`src/hw/rtl/hbmt_pkg.sv`:
```
// shared types and constants for the heartbeat membership table
// no dependencies
package hbmt_pkg;

    localparam int MAX_MEMBERS = 32;
    localparam int SLOT_W = (MAX_MEMBERS > 1) ? $clog2(MAX_MEMBERS) : 1;

    localparam logic [1:0] OP_MERGE = 2'd0;
    localparam logic [1:0] OP_JOIN  = 2'd1;
    localparam logic [1:0] OP_ROUND = 2'd2;

    localparam logic [2:0] ST_UPDATED   = 3'd0;
    localparam logic [2:0] ST_UNCHANGED = 3'd1;
    localparam logic [2:0] ST_ADDED     = 3'd2;
    localparam logic [2:0] ST_FULL      = 3'd3;
    localparam logic [2:0] ST_DUP_JOIN  = 3'd4;
    localparam logic [2:0] ST_LIST      = 3'd5;
    localparam logic [2:0] ST_REMOVED   = 3'd6;

    localparam logic [1:0] CFG_FAIL_TIMEOUT   = 2'd0;
    localparam logic [1:0] CFG_REMOVE_TIMEOUT = 2'd1;
    localparam logic [1:0] CFG_SELF_ID        = 2'd2;
    localparam logic [1:0] CFG_SELF_PORT      = 2'd3;

    typedef struct packed {
        logic [1:0]  opcode;
        logic [31:0] member_id;
        logic [15:0] member_port;
        logic [31:0] heartbeat_in;
        logic [31:0] now;
    } in_word_t;

    typedef struct packed {
        logic [2:0]  status;
        logic [31:0] out_id;
        logic [15:0] out_port;
        logic [31:0] out_heartbeat;
        logic        list_empty;
        logic        last;
    } out_word_t;

    // controller -> datapath
    typedef struct packed {
        logic              load_item;
        logic              clear_scan;   // reset slot pointer and found flags
        logic              scan_step;    // evaluate slot at pointer, advance
        logic              merge_write;  // apply merge at found or free slot
        logic              round_start;  // bump own heartbeat, stamp slot zero
        logic              remove_slot;  // clear slot at pointer
        logic [2:0]        emit_status;
        logic              emit_slot;    // emit entry at pointer (else merge/full/empty)
        logic              emit_empty;
        logic              emit_echo;    // echo input fields
        logic              emit_found;   // emit found slot contents
        logic              emit_last;
        logic              emit;
    } hbmt_cmd_t;

    // datapath -> controller
    typedef struct packed {
        logic [1:0] opcode;
        logic       scan_done;   // pointer is at the last slot
        logic       hit;         // found flag from search
        logic       free_found;
        logic       hb_greater;
        logic       cur_match;
        logic       cur_stale;   // valid non-self slot past remove timeout
        logic       cur_live;    // valid slot within fail timeout
        logic       any_listed;  // some slot goes into the list
        logic       more_live;   // a listed slot lies above the pointer
    } hbmt_stat_t;

endpackage

```
`src/hw/rtl/hbmt_ctrl.sv`:
```
// sequencer for merge, join and round items
// depends on hbmt_pkg
module hbmt_ctrl
    import hbmt_pkg::*;
(
    input  logic       clk,
    input  logic       rst_n,
    input  logic       in_valid,
    output logic       in_stall,
    output logic       out_valid,
    input  logic       out_stall,
    input  hbmt_stat_t stat,
    output hbmt_cmd_t  cmd
);

    localparam logic [2:0] S_IDLE   = 3'd0;
    localparam logic [2:0] S_SEARCH = 3'd1;
    localparam logic [2:0] S_DECIDE = 3'd2;
    localparam logic [2:0] S_REMOVE = 3'd3;
    localparam logic [2:0] S_LIST   = 3'd4;
    localparam logic [2:0] S_EMPTY  = 3'd5;

    logic [2:0] state_reg, state_next;
    logic       out_valid_reg, out_valid_next;
    logic       can_emit;
    logic       accept;

    assign out_valid = out_valid_reg;
    assign can_emit  = !out_valid_reg || !out_stall;
    assign in_stall  = (state_reg != S_IDLE);
    assign accept    = in_valid && !in_stall;

    always_comb
    begin
        state_next     = state_reg;
        out_valid_next = out_valid_reg && out_stall;
        cmd            = '0;
        case (state_reg)
            S_IDLE:
            begin
                if (accept)
                begin
                    cmd.load_item  = 1'b1;
                    cmd.clear_scan = 1'b1;
                    state_next     = S_SEARCH;
                end
            end
            S_SEARCH:
            begin
                case (stat.opcode)
                    OP_MERGE, OP_JOIN:
                    begin
                        cmd.scan_step = 1'b1;
                        if (stat.scan_done)
                            state_next = S_DECIDE;
                    end
                    OP_ROUND:
                    begin
                        cmd.round_start = 1'b1;
                        cmd.clear_scan  = 1'b1;
                        state_next      = S_REMOVE;
                    end
                    default: state_next = S_IDLE;
                endcase
            end
            S_DECIDE:
            begin
                if (stat.opcode == OP_JOIN && !stat.hit)
                begin
                    cmd.clear_scan = 1'b1;
                    state_next     = S_LIST;
                end
                else if (can_emit)
                begin
                    cmd.emit       = 1'b1;
                    cmd.emit_last  = 1'b1;
                    out_valid_next = 1'b1;
                    state_next     = S_IDLE;
                    if (stat.opcode == OP_JOIN)
                    begin
                        cmd.emit_status = ST_DUP_JOIN;
                        cmd.emit_found  = 1'b1;
                    end
                    else if (stat.hit)
                    begin
                        cmd.merge_write = 1'b1;
                        cmd.emit_found  = 1'b1;
                        cmd.emit_status = stat.hb_greater ? ST_UPDATED : ST_UNCHANGED;
                    end
                    else if (stat.free_found)
                    begin
                        cmd.merge_write = 1'b1;
                        cmd.emit_echo   = 1'b1;
                        cmd.emit_status = ST_ADDED;
                    end
                    else
                    begin
                        cmd.emit_echo   = 1'b1;
                        cmd.emit_status = ST_FULL;
                    end
                end
            end
            S_REMOVE:
            begin
                if (stat.cur_stale)
                begin
                    if (can_emit)
                    begin
                        cmd.emit        = 1'b1;
                        cmd.emit_slot   = 1'b1;
                        cmd.emit_status = ST_REMOVED;
                        cmd.remove_slot = 1'b1;
                        cmd.scan_step   = 1'b1;
                        out_valid_next  = 1'b1;
                    end
                end
                else
                    cmd.scan_step = 1'b1;
                if ((!stat.cur_stale || can_emit) && stat.scan_done)
                begin
                    cmd.clear_scan = 1'b1;
                    state_next     = S_LIST;
                end
            end
            S_LIST:
            begin
                if (stat.cur_live)
                begin
                    if (can_emit)
                    begin
                        cmd.emit        = 1'b1;
                        cmd.emit_slot   = 1'b1;
                        cmd.emit_status = ST_LIST;
                        cmd.emit_last   = !stat.more_live;
                        cmd.scan_step   = 1'b1;
                        out_valid_next  = 1'b1;
                        if (!stat.more_live)
                            state_next = S_IDLE;
                    end
                end
                else
                begin
                    cmd.scan_step = 1'b1;
                    if (stat.scan_done)
                        state_next = stat.any_listed ? S_IDLE : S_EMPTY;
                end
            end
            S_EMPTY:
            begin
                if (can_emit)
                begin
                    cmd.emit        = 1'b1;
                    cmd.emit_empty  = 1'b1;
                    cmd.emit_status = ST_LIST;
                    cmd.emit_last   = 1'b1;
                    out_valid_next  = 1'b1;
                    state_next      = S_IDLE;
                end
            end
            default: state_next = S_IDLE;
        endcase
    end

    always_ff @(posedge clk or negedge rst_n)
    begin
        if (!rst_n)
        begin
            state_reg     <= S_IDLE;
            out_valid_reg <= 1'b0;
        end
        else
        begin
            state_reg     <= state_next;
            out_valid_reg <= out_valid_next;
        end
    end

    assert property (@(posedge clk) disable iff (!rst_n)
        cmd.emit |-> can_emit)
        else $error("result overwritten while stalled");
    assert property (@(posedge clk) disable iff (!rst_n)
        accept |-> state_reg == S_IDLE)
        else $error("item taken while busy");
    assert property (@(posedge clk) disable iff (!rst_n)
        (cmd.merge_write || cmd.remove_slot) |-> cmd.emit)
        else $error("table changed without a result");

endmodule

```
`config.mk`:
```
export PLATFORM = sky130hd
export DESIGN_NAME = hbmt_ctrl
export DESIGN_NICKNAME = d
export VERILOG_FILES = /design/src/hw/rtl/hbmt_pkg.sv /design/src/hw/rtl/hbmt_ctrl.sv
export SDC_FILE = /design/constraint.sdc
export NUM_CORES = 1
export LEC_CHECK = 0
export BUFFER_PORTS_ARGS = -buffer_cell sky130_fd_sc_hd__buf_2
export CAP_MARGIN = 25
export CORE_MARGIN = 2
export CORE_UTILIZATION = 37
export DETAILED_ROUTE_END_ITERATION = 10
export MAX_ROUTING_LAYER = met4
export PLACE_DENSITY = 0.7
export SLEW_MARGIN = 10
export SYNTH_ARGS = -nofsm -noshare
export SYNTH_HDL_FRONTEND = slang
export SYNTH_SLANG_ARGS = --single-unit
```
`constraint.sdc`:
```
create_clock -name clk -period 1.98 [get_ports clk]
set_input_delay 0.099 -clock clk [delete_from_list [all_inputs] [get_ports clk]]
set_output_delay 0.099 -clock clk [all_outputs]
set_load 0.01 [all_outputs]
```
==> flow_summary_export.csv, run 1 <==
group,metric,value,unit
synth,synth.avg_cell_area,7.37,um^2
power_and_ir_drop,power_density,1350,mW/mm^2
setup_path,cp-end-kind,"primary output",
floorplan,initial_utilization,40.9,%
synth,synth_top_family_by_area,"simple AND/OR/NAND/NOR gates",
synth,synth-seq-area-share,18.3,%
setup_path,cpLargestDelayFamily,"simple AND/OR/NAND/NOR gates",
clock_network,cts_made_buffers,3,
synth,ys_types,30,
synth,async_reset_ff_share,100,%
setup_path,worstSetupPathType,"flop to primary output",
timing,fin_crit_sh,87.9,%
clock_network,cts_resized,0,
synth,synth_top_area_cell,"dfrtp_1",
setup_path,crit_path_cell_trace,"buf_4 > nor2b_1 > nand3_1 > and2_1 > o22ai_1 > buf_2",
floorplan,core_area,0.00133,mm^2
floorplan,die_h,42.4,um
timing,worstMarginPinSlew,312,ps
power_and_ir_drop,p_leak,0.399,nW
timing,relSlewSlack,79.1,%
route,vias,636,
synth,synth_edf_count,0,
synth,synthAdderAreaFrac,0,%
clock_network,clkSinkCount,4,
synth,ys.flop_type,"dfrtp_1",
final_layout,antennaDiodeCount,0,
grt,grt_pass1_vias,598,
route,dr.first_iter.drc_count,12,
placed_design,globalplace.congestion,0.851,
power_and_ir_drop,power_switching,0.463,mW
synth,synthTopCellsByCount,"nor2_1, a21oi_1, nand3_1",
route,route.detailed.drc,0,
route,dr.pass1.iters,5,
synth,ys_ff_latch,4,
synth,yosys-top-cells-area,"dfrtp_1, a21oi_1, nand3_1, mux2_4, nor2_1",
clock_network,clk_latency,240,ps
floorplan,io_pins,32,
clock_network,root_buffer,"clkbuf_4",
synth,synth-xor-area-share,0,%
synth,synthSimpleGateAreaFrac,40.4,%
setup_path,crit_path_top_delay_cell,"dfrtp_1",
synth,ys_warn_count,0,
power_and_ir_drop,p_seq_share,17.0,%
timing,fin_crit,1740,ps
route,routed_wl,1520,um
clock_network,post-cts-setup-buffer-count,0,
setup_path,cp-start-kind,"flop",
synth,synth_mux_area_share,5.50,%
clock_network,cts_hold_buf,1,
floorplan,rows,13,
timing,grt_setup_unrepaired,"false",
grt,grt_pass1_wl,2610,um
synth,syn_nets,89,
floorplan,die_x,42.4,um
timing,skew,0.387,ps
grt,overflow,0,
power_and_ir_drop,swShare,46.1,%
placed_design,io_buffer_count,30,
timing,fmax,575,MHz
placed_design,place_area,713,um^2
status,status,"completed",
placed_design,hpwlAfterDp,1240,um
clock_network,cts_max_path_buffers,2,
setup_path,crit_required,1880,ps
synth,synth_compound_area_share,28.0,%
timing,setup_viol,0,
grt,grt_util_all_layers,19.5,%
power_and_ir_drop,p_comb_share,72.9,%
final_layout,drive_gt1_share,40.2,%
job,max_cap_violations,0,
final_layout,largest_reg_flops,3,
synth,syn_area,546,um^2
synth,synth_cells,74,
clock_network,htree_levels,1,
hold_path,min_path_type,"input port to asynchronous set/reset pin",
clock_network,cts_tree,"done",
final_layout,syn_to_final_growth,36.7,%
power_and_ir_drop,p_clk_share,10.2,%
final_layout,final_util,55.9,%
timing,fin_tns_setup,0,ps
setup_path,crit_arrival,1640,ps
route,wl_per_cell,12.4,um
setup_path,cp_max_fo,6,
clock_network,clk_pin_slew_worst_paths,40,ps
grt,grt_max_degree,11,
setup_path,critPathBufInv,2,
final_layout,fin_nets,124,
timing,slew_violations,0,
final_layout,final_area,746,um^2
power_and_ir_drop,peakVddDrop,0.000697,V
floorplan,dieArea,0.00180,mm^2
route,drt-vias-per-instance,5.21,
grt,grt_antenna_before_repair,0,
route,route.antenna.remaining_nets,0,
power_and_ir_drop,p_int,0.542,mW
synth,synth_top_area_share,18.3,%
synth,synth.most_common_cell,"nor2_1",
setup_path,cp_slowest_stage_delay,410,ps
timing,hold_viol,0,
[power groups by stage]
stage | combinational (mW) | clock [mW] | sequential (mW)
2_1_floorplan | 0.528 | 0 | 0.152
5_1_grt | 0.803 | 0.115 | 0.180
6_report | 0.733 | 0.103 | 0.170
4_1_cts | 0.735 | 0.106 | 0.170
3_5_place_dp | 0.730 | 0 | 0.171
3_3_place_gp | 0.723 | 0 | 0.169
[logic make-up after synthesis]
group                  Yosys count
AOI/OAI and AO/OA               22
and+or+nand+nor                 37
buffers and inverters            9
DFF                              4
muxes                            2
[per-layer routing]
metal	up-vias	part of all wire, %	GRT usage [%]	wire length [um]
li1	337	-	-	-
met2	22	42	28.0	639
met1	277	51	26.5	768
met3	0	7.2	6.90	109
met5	-	0	-	0
met4	0	0	3.75	0
[worst paths after layout]
kind / cells after the start / endpoint / start / slack, ps
worst max-delay path: 6 / cmd[8] / state_reg[2] / 240
worst min-delay path: 2 / state_reg[0] / rst_n / 200
worst max register to register: 5 / state_reg[2] / state_reg[0] / 290
worst min register to register: 1 / state_reg[2] / state_reg[2] / 610
max in group asynchronous: 2 / state_reg[1] / rst_n / 1660
min in group clk: 3 / out_valid / out_stall / 270
[metrics by stage]
| step | hold slack (ps) | power (mW) | std cells | setup slack (ps) |
|---|---|---|---|---|
| 2_1_floorplan | -197 | 0.679 | 74 | 287 |
| 4_1_cts | 191 | 1.01 | 122 | 227 |
| 5_1_grt | 218 | 1.10 | 122 | 75.9 |
| 3_5_place_dp | -94.3 | 0.902 | 118 | 306 |
| 6_report | 202 | 1.01 | 122 | 240 |
| 3_3_place_gp | -96.4 | 0.892 | 118 | 315 |
[cell type report]
class	count	area, um^2
Clock buffer	3	22.5
Fill cell	144	588
Inverter	5	18.8
Multi-Input combinational cell	61	403
Sequential cell	4	100
Tap cell	15	18.8
Timing Repair Buffer	34	183
[cells in the final DEF, fill, tap and decap left out, types with 2 or more instances in the layout]
master,instances
a21oi_1,7
a2bb2oi_1,2
and2_1,2
and3_1,2
buf_2,30
buf_4,3
clkbuf_4,3
dfrtp_1,4
inv_1,5
mux2_4,2
nand2_1,4
nand2b_1,2
nand3_1,7
nand3b_1,2
nor2_1,8
nor2b_1,2
nor3b_1,2
o21ai_0,3
o21ai_1,3
o22ai_1,3
(Power assumes the default switching activity.)
==> run 2: changes to the inputs <==
--- a/config.mk
+++ b/config.mk
@@ -5,7 +5,7 @@
 export SDC_FILE = /design/constraint.sdc
 export NUM_CORES = 1
 export LEC_CHECK = 0
-export BUFFER_PORTS_ARGS = -buffer_cell sky130_fd_sc_hd__buf_2
+export BUFFER_PORTS_ARGS = -buffer_cell sky130_fd_sc_hd__buf_4
 export CAP_MARGIN = 25
 export CORE_MARGIN = 2
 export CORE_UTILIZATION = 37
==> constraint.sdc (replaced) <==
create_clock -name clk -period 2 [get_ports clk]
set_input_delay 0.1 -clock clk [delete_from_list [all_inputs] [get_ports clk]]
set_output_delay 0.1 -clock clk [all_outputs]
set_load 0.01 [all_outputs]
==> flow_summary_export.csv, run 2 (same netlist as run 1, synthesis figures left out) <==
group,metric,value,unit
setup_path,r2r_cells,4,
grt,grt_max_degree,11,
route,vias,669,
route,drt-vias-per-instance,5.48,
route,route.antenna.remaining_nets,0,
route,wl_per_cell,13.2,um
power_and_ir_drop,power_density,1300,mW/mm^2
timing,relSlewSlack,78.2,%
timing,grt_setup_unrepaired,"false",
clock_network,cts_resized,0,
timing,skew,1.96,ps
timing,slew_violations,0,
power_and_ir_drop,p_int,0.604,mW
floorplan,rows,13,
clock_network,cts_hold_buf,1,
power_and_ir_drop,p_seq_share,16.1,%
setup_path,r2r-end,"state_reg[0]",
floorplan,die_x,42.4,um
clock_network,clkSinkCount,4,
final_layout,final_cell_mix,"buf_4, nor2_1, nand3_1, a21oi_1, inv_1",
clock_network,cts_max_path_buffers,2,
grt,grt_pass1_wl,2540,um
final_layout,antennaDiodeCount,0,
clock_network,post-cts-setup-buffer-count,0,
final_layout,final_area,821,um^2
setup_path,crit_path_start,"state_reg[2]",
power_and_ir_drop,p_leak,0.413,nW
power_and_ir_drop,p_clk_share,9.3,%
setup_path,cp-start-kind,"flop",
timing,hold_viol,0,
grt,grt_util_all_layers,19.1,%
final_layout,fin_nets,124,
floorplan,die_h,42.4,um
power_and_ir_drop,peakVddDrop,0.000684,V
setup_path,crit_arrival,1650,ps
clock_network,root_buffer,"clkbuf_4",
grt,grt_pass1_vias,543,
placed_design,place_area,788,um^2
route,dr.first_iter.drc_count,13,
final_layout,largest_reg_flops,3,
power_and_ir_drop,swShare,43.6,%
clock_network,clk_pin_slew_worst_paths,40,ps
clock_network,htree_levels,1,
clock_network,clk_latency,230,ps
timing,worstMarginPinSlew,327,ps
setup_path,r2r-start,"state_reg[0]",
power_and_ir_drop,power_switching,0.467,mW
final_layout,syn_to_final_growth,50.5,%
floorplan,dieArea,0.00180,mm^2
clock_network,cts_tree,"done",
setup_path,crit_required,1900,ps
route,routed_wl,1610,um
grt,overflow,0,
hold_path,min_path_type,"input port to asynchronous set/reset pin",
floorplan,core_area,0.00133,mm^2
setup_path,cp-end-kind,"primary output",
grt,grt_antenna_before_repair,0,
setup_path,worstSetupPathType,"flop to primary output",
setup_path,endpoint,"cmd[8]",
route,route.detailed.drc,0,
placed_design,globalplace.congestion,0.848,
floorplan,initial_utilization,40.9,%
power_and_ir_drop,p_comb_share,74.6,%
timing,setup_viol,0,
clock_network,cts_made_buffers,3,
route,dr.pass1.iters,4,
job,max_cap_violations,0,
placed_design,hpwlAfterDp,1280,um
timing,fin_crit_sh,87.6,%
setup_path,cp_max_fo,6,
status,status,"completed",
floorplan,io_pins,32,
placed_design,io_buffer_count,30,
timing,fin_tns_setup,0,ps
final_layout,drive_gt1_share,40.2,%
timing,fmax,571,MHz
final_layout,layout.cells.most_common,"buf_4",
setup_path,r2r_slack,280,ps
timing,fin_crit,1750,ps
[run 2: cell types whose count changed in the layout (fill, tap and decap cells not counted)]
cell / delta
buf_2: -30
buf_4: +30
[run 2: worst min path at each step]
stage | slack [ps] | startpoint | to | cells after the start
final | 240 | rst_n | out_valid | 2
after global routing | 230 | rst_n | state_reg[2] | 2
after CTS | 190 | rst_n | state_reg[0] | 2
after detailed placement | -100 | rst_n | state_reg[2] | 1
after global placement | -100 | rst_n | state_reg[2] | 1
after floorplan | -200 | rst_n | out_valid | 0
[run 2: per-stage QoR]
stage | power [mW] | utilization, % | setup WS (ps) | cells | hold WS [ps]
2_1_floorplan | 0.673 | - | 307 | 74 | -196
3_3_place_gp | 0.966 | 59.1 | 324 | 118 | -104
3_5_place_dp | 0.971 | 59.1 | 284 | 118 | -103
4_1_cts | 1.08 | 61.5 | 257 | 122 | 187
5_1_grt | 1.16 | 61.5 | 129 | 122 | 227
6_report | 1.07 | 61.5 | 248 | 122 | 236
[run 2: area by class of cell]
class / instances / area, um^2
Multi-Input combinational cell: 61 / 403
Inverter: 5 / 18.8
Timing Repair Buffer: 34 / 258
Fill cell: 142 / 513
Sequential cell: 4 / 100
Tap cell: 15 / 18.8
Clock buffer: 3 / 22.5
[run 2: power by group through the flow]
| stage | clock network (mW) | logic [mW] | registers (mW) |
|---|---|---|---|
| after floorplan | 0 | 0.522 | 0.150 |
| after global routing | 0.114 | 0.867 | 0.181 |
| after global placement | 0 | 0.794 | 0.172 |
| after CTS | 0.104 | 0.803 | 0.171 |
| after detailed placement | 0 | 0.799 | 0.171 |
| final | 0.0994 | 0.799 | 0.172 |
[run 2: metal layers]
layer	share of wire (%)	track usage, %
met1	46	25.6
met2	45	28.6
met3	8.3	6.90
met4	0	1.88
met5	0	-
[run 2: worst max-delay path, stage by stage (launching register included)]
cell and delay, ps:
dfrtp_1 410, buf_4 180, nor2b_1 180, nand3_1 170, and2_1 210, o22ai_1 130
buf_4 140
==> run 3: changes to the inputs <==
--- a/config.mk
+++ b/config.mk
@@ -12,6 +12,7 @@
 export DETAILED_ROUTE_END_ITERATION = 10
 export MAX_ROUTING_LAYER = met4
 export PLACE_DENSITY = 0.7
+export RECOVER_POWER = 50
 export SLEW_MARGIN = 10
 export SYNTH_ARGS = -nofsm -noshare
 export SYNTH_HDL_FRONTEND = slang
==> constraint.sdc (replaced) <==
create_clock -name clk -period 2.2 [get_ports clk]
set_input_delay 0.11 -clock clk [delete_from_list [all_inputs] [get_ports clk]]
set_output_delay 0.11 -clock clk [all_outputs]
set_load 0.01 [all_outputs]
==> flow_summary_export.csv, run 3 (same netlist as run 1, synthesis figures left out) <==
group,metric,value,unit
route,vias,648,
route,route.antenna.remaining_nets,0,
placed_design,place_area,773,um^2
timing,hold_viol,0,
timing,fin_tns_setup,0,ps
power_and_ir_drop,peakVddDrop,0.000553,V
grt,grt_antenna_before_repair,0,
clock_network,clk_pin_slew_worst_paths,40,ps
route,dr.pass1.iters,4,
final_layout,final_area,779,um^2
timing,skew,0.413,ps
clock_network,cts_resized,0,
power_and_ir_drop,swShare,45.3,%
clock_network,root_buffer,"clkbuf_4",
final_layout,final_util,58.4,%
hold_path,min_path_type,"input port to flop",
grt,grt_pass1_wl,2460,um
setup_path,endpoint,"cmd[7]",
setup_path,critPathBufInv,1,
status,status,"completed",
setup_path,crit_required,2090,ps
clock_network,cts_made_buffers,3,
setup_path,crit_path_cell_trace,"nor3b_1 > nand3_1 > o22ai_1 > buf_4",
power_and_ir_drop,p_int,0.499,mW
route,dr.first_iter.drc_count,9,
timing,fin_crit,1890,ps
power_and_ir_drop,power_switching,0.413,mW
clock_network,clkSinkCount,4,
timing,setup_viol,0,
floorplan,core_area,0.00133,mm^2
placed_design,dp_slack,461,ps
power_and_ir_drop,finalPower,0.912,mW
setup_path,cp-start-kind,"flop",
power_and_ir_drop,p_clk_share,10.2,%
grt,overflow,0,
floorplan,io_pins,32,
final_layout,nFillCells,148,
floorplan,dieArea,0.00180,mm^2
placed_design,placed_cells,116,
grt,grt_max_degree,12,
clock_network,cts_tree,"done",
final_layout,drive_gt1_share,32.4,%
clock_network,cts_max_path_buffers,2,
final_layout,largest_reg_flops,3,
final_layout,antennaDiodeCount,0,
setup_path,r2r_slack,410,ps
timing,whs,245,ps
floorplan,rows,13,
power_and_ir_drop,p_comb_share,70.8,%
clock_network,clk_latency,230,ps
timing,slew_violations,0,
setup_path,crit_path_start,"state_reg[1]",
timing,grt_setup_unrepaired,"false",
floorplan,die_h,42.4,um
job,max_cap_violations,0,
grt,grt_util_all_layers,18.4,%
setup_path,r2r-start,"state_reg[1]",
grt,grt_pass1_vias,580,
final_layout,final_cell_mix,"buf_4, nor2_1, nand3_1, a21oi_1, inv_1",
placed_design,hpwlAfterDp,1270,um
route,drt-vias-per-instance,5.40,
clock_network,htree_levels,1,
power_and_ir_drop,p_seq_share,19.0,%
timing,fin_crit_sh,86.1,%
route,wl_per_cell,13.2,um
final_layout,ff_latch_area,100,um^2
setup_path,worstSetupPathType,"flop to primary output",
route,routed_wl,1590,um
final_layout,layout.cells.most_common,"buf_4",
power_and_ir_drop,power_density,1170,mW/mm^2
setup_path,crit_arrival,1780,ps
timing,worstMarginPinSlew,424,ps
clock_network,post-cts-setup-buffer-count,0,
timing,relSlewSlack,71.7,%
setup_path,r2r-end,"state_reg[0]",
setup_path,cpLargestDelayFamily,"simple AND/OR/NAND/NOR gates",
timing,fin_ws,306,ps
setup_path,cp-end-kind,"primary output",
setup_path,r2r_cells,4,
final_layout,multi_input_area,392,um^2
final_layout,fin_nets,122,
setup_path,cp_max_fo,11,
timing,fmax,528,MHz
route,route.detailed.drc,0,
floorplan,initial_utilization,40.9,%
setup_path,path_depth,4,
floorplan,die_x,42.4,um
setup_path,cp_slowest_stage_delay,540,ps
power_and_ir_drop,p_leak,0.385,nW
final_layout,final_cells,120,
placed_design,io_buffer_count,30,
placed_design,globalplace.congestion,0.857,
setup_path,crit_path_top_delay_cell,"dfrtp_1",
final_layout,syn_to_final_growth,42.9,%
[run 3: cell types whose count changed in the layout (fill, tap and decap cells not counted), sizes merged]
| cell | delta |
|---|---|
| buf | -6 |
| clkbuf | +4 |
[run 3: layer usage]
| metal | track usage (%) | share of wire, % | up-vias |
|---|---|---|---|
| met5 | - | 0 | - |
| met3 | 2.59 | 5.7 | 2 |
| met1 | 23.7 | 47 | 290 |
| met2 | 27.7 | 46 | 20 |
| li1 | - | - | 336 |
| met4 | 9.38 | 0.76 | 0 |
[run 3: area by class of cell]
class / instances / area share [%]
Multi-Input combinational cell: 61 / 50.2
Timing Repair Buffer: 32 / 29.2
Sequential cell: 4 / 12.8
Clock buffer: 3 / 2.89
Inverter: 5 / 2.41
Tap cell: 15 / 2.41
[run 3: worst min-delay path, stage by stage]
cell     delay (ps)
buf_4           100
nand2_1         130
nand3_1         100
[run 3: worst min-delay path by stage]
stage          startpoint            to  slack, ps  depth (start not counted)
2_1_floorplan       rst_n     out_valid       -190                          0
3_3_place_gp        rst_n  state_reg[2]        -90                          1
3_5_place_dp        rst_n  state_reg[2]        -90                          1
4_1_cts             rst_n  state_reg[1]        200                          2
5_1_grt         out_stall     out_valid        260                          3
6_report        out_stall     out_valid        240                          3
[run 3: power by group through the flow]
stage,registers (mW),clock network [mW],logic [mW]
after floorplan,0.136,0,0.475
after global placement,0.175,0,0.680
after detailed placement,0.176,0,0.680
after CTS,0.176,0.0976,0.683
after global routing,0.177,0.100,0.697
final,0.173,0.0934,0.646
[run 3: repair_timing]
action                                  4_1_cts  5_1_grt
hold buffers                                  1        0
endpoints found under the setup margin        0        0
hold endpoints to repair                      4        0
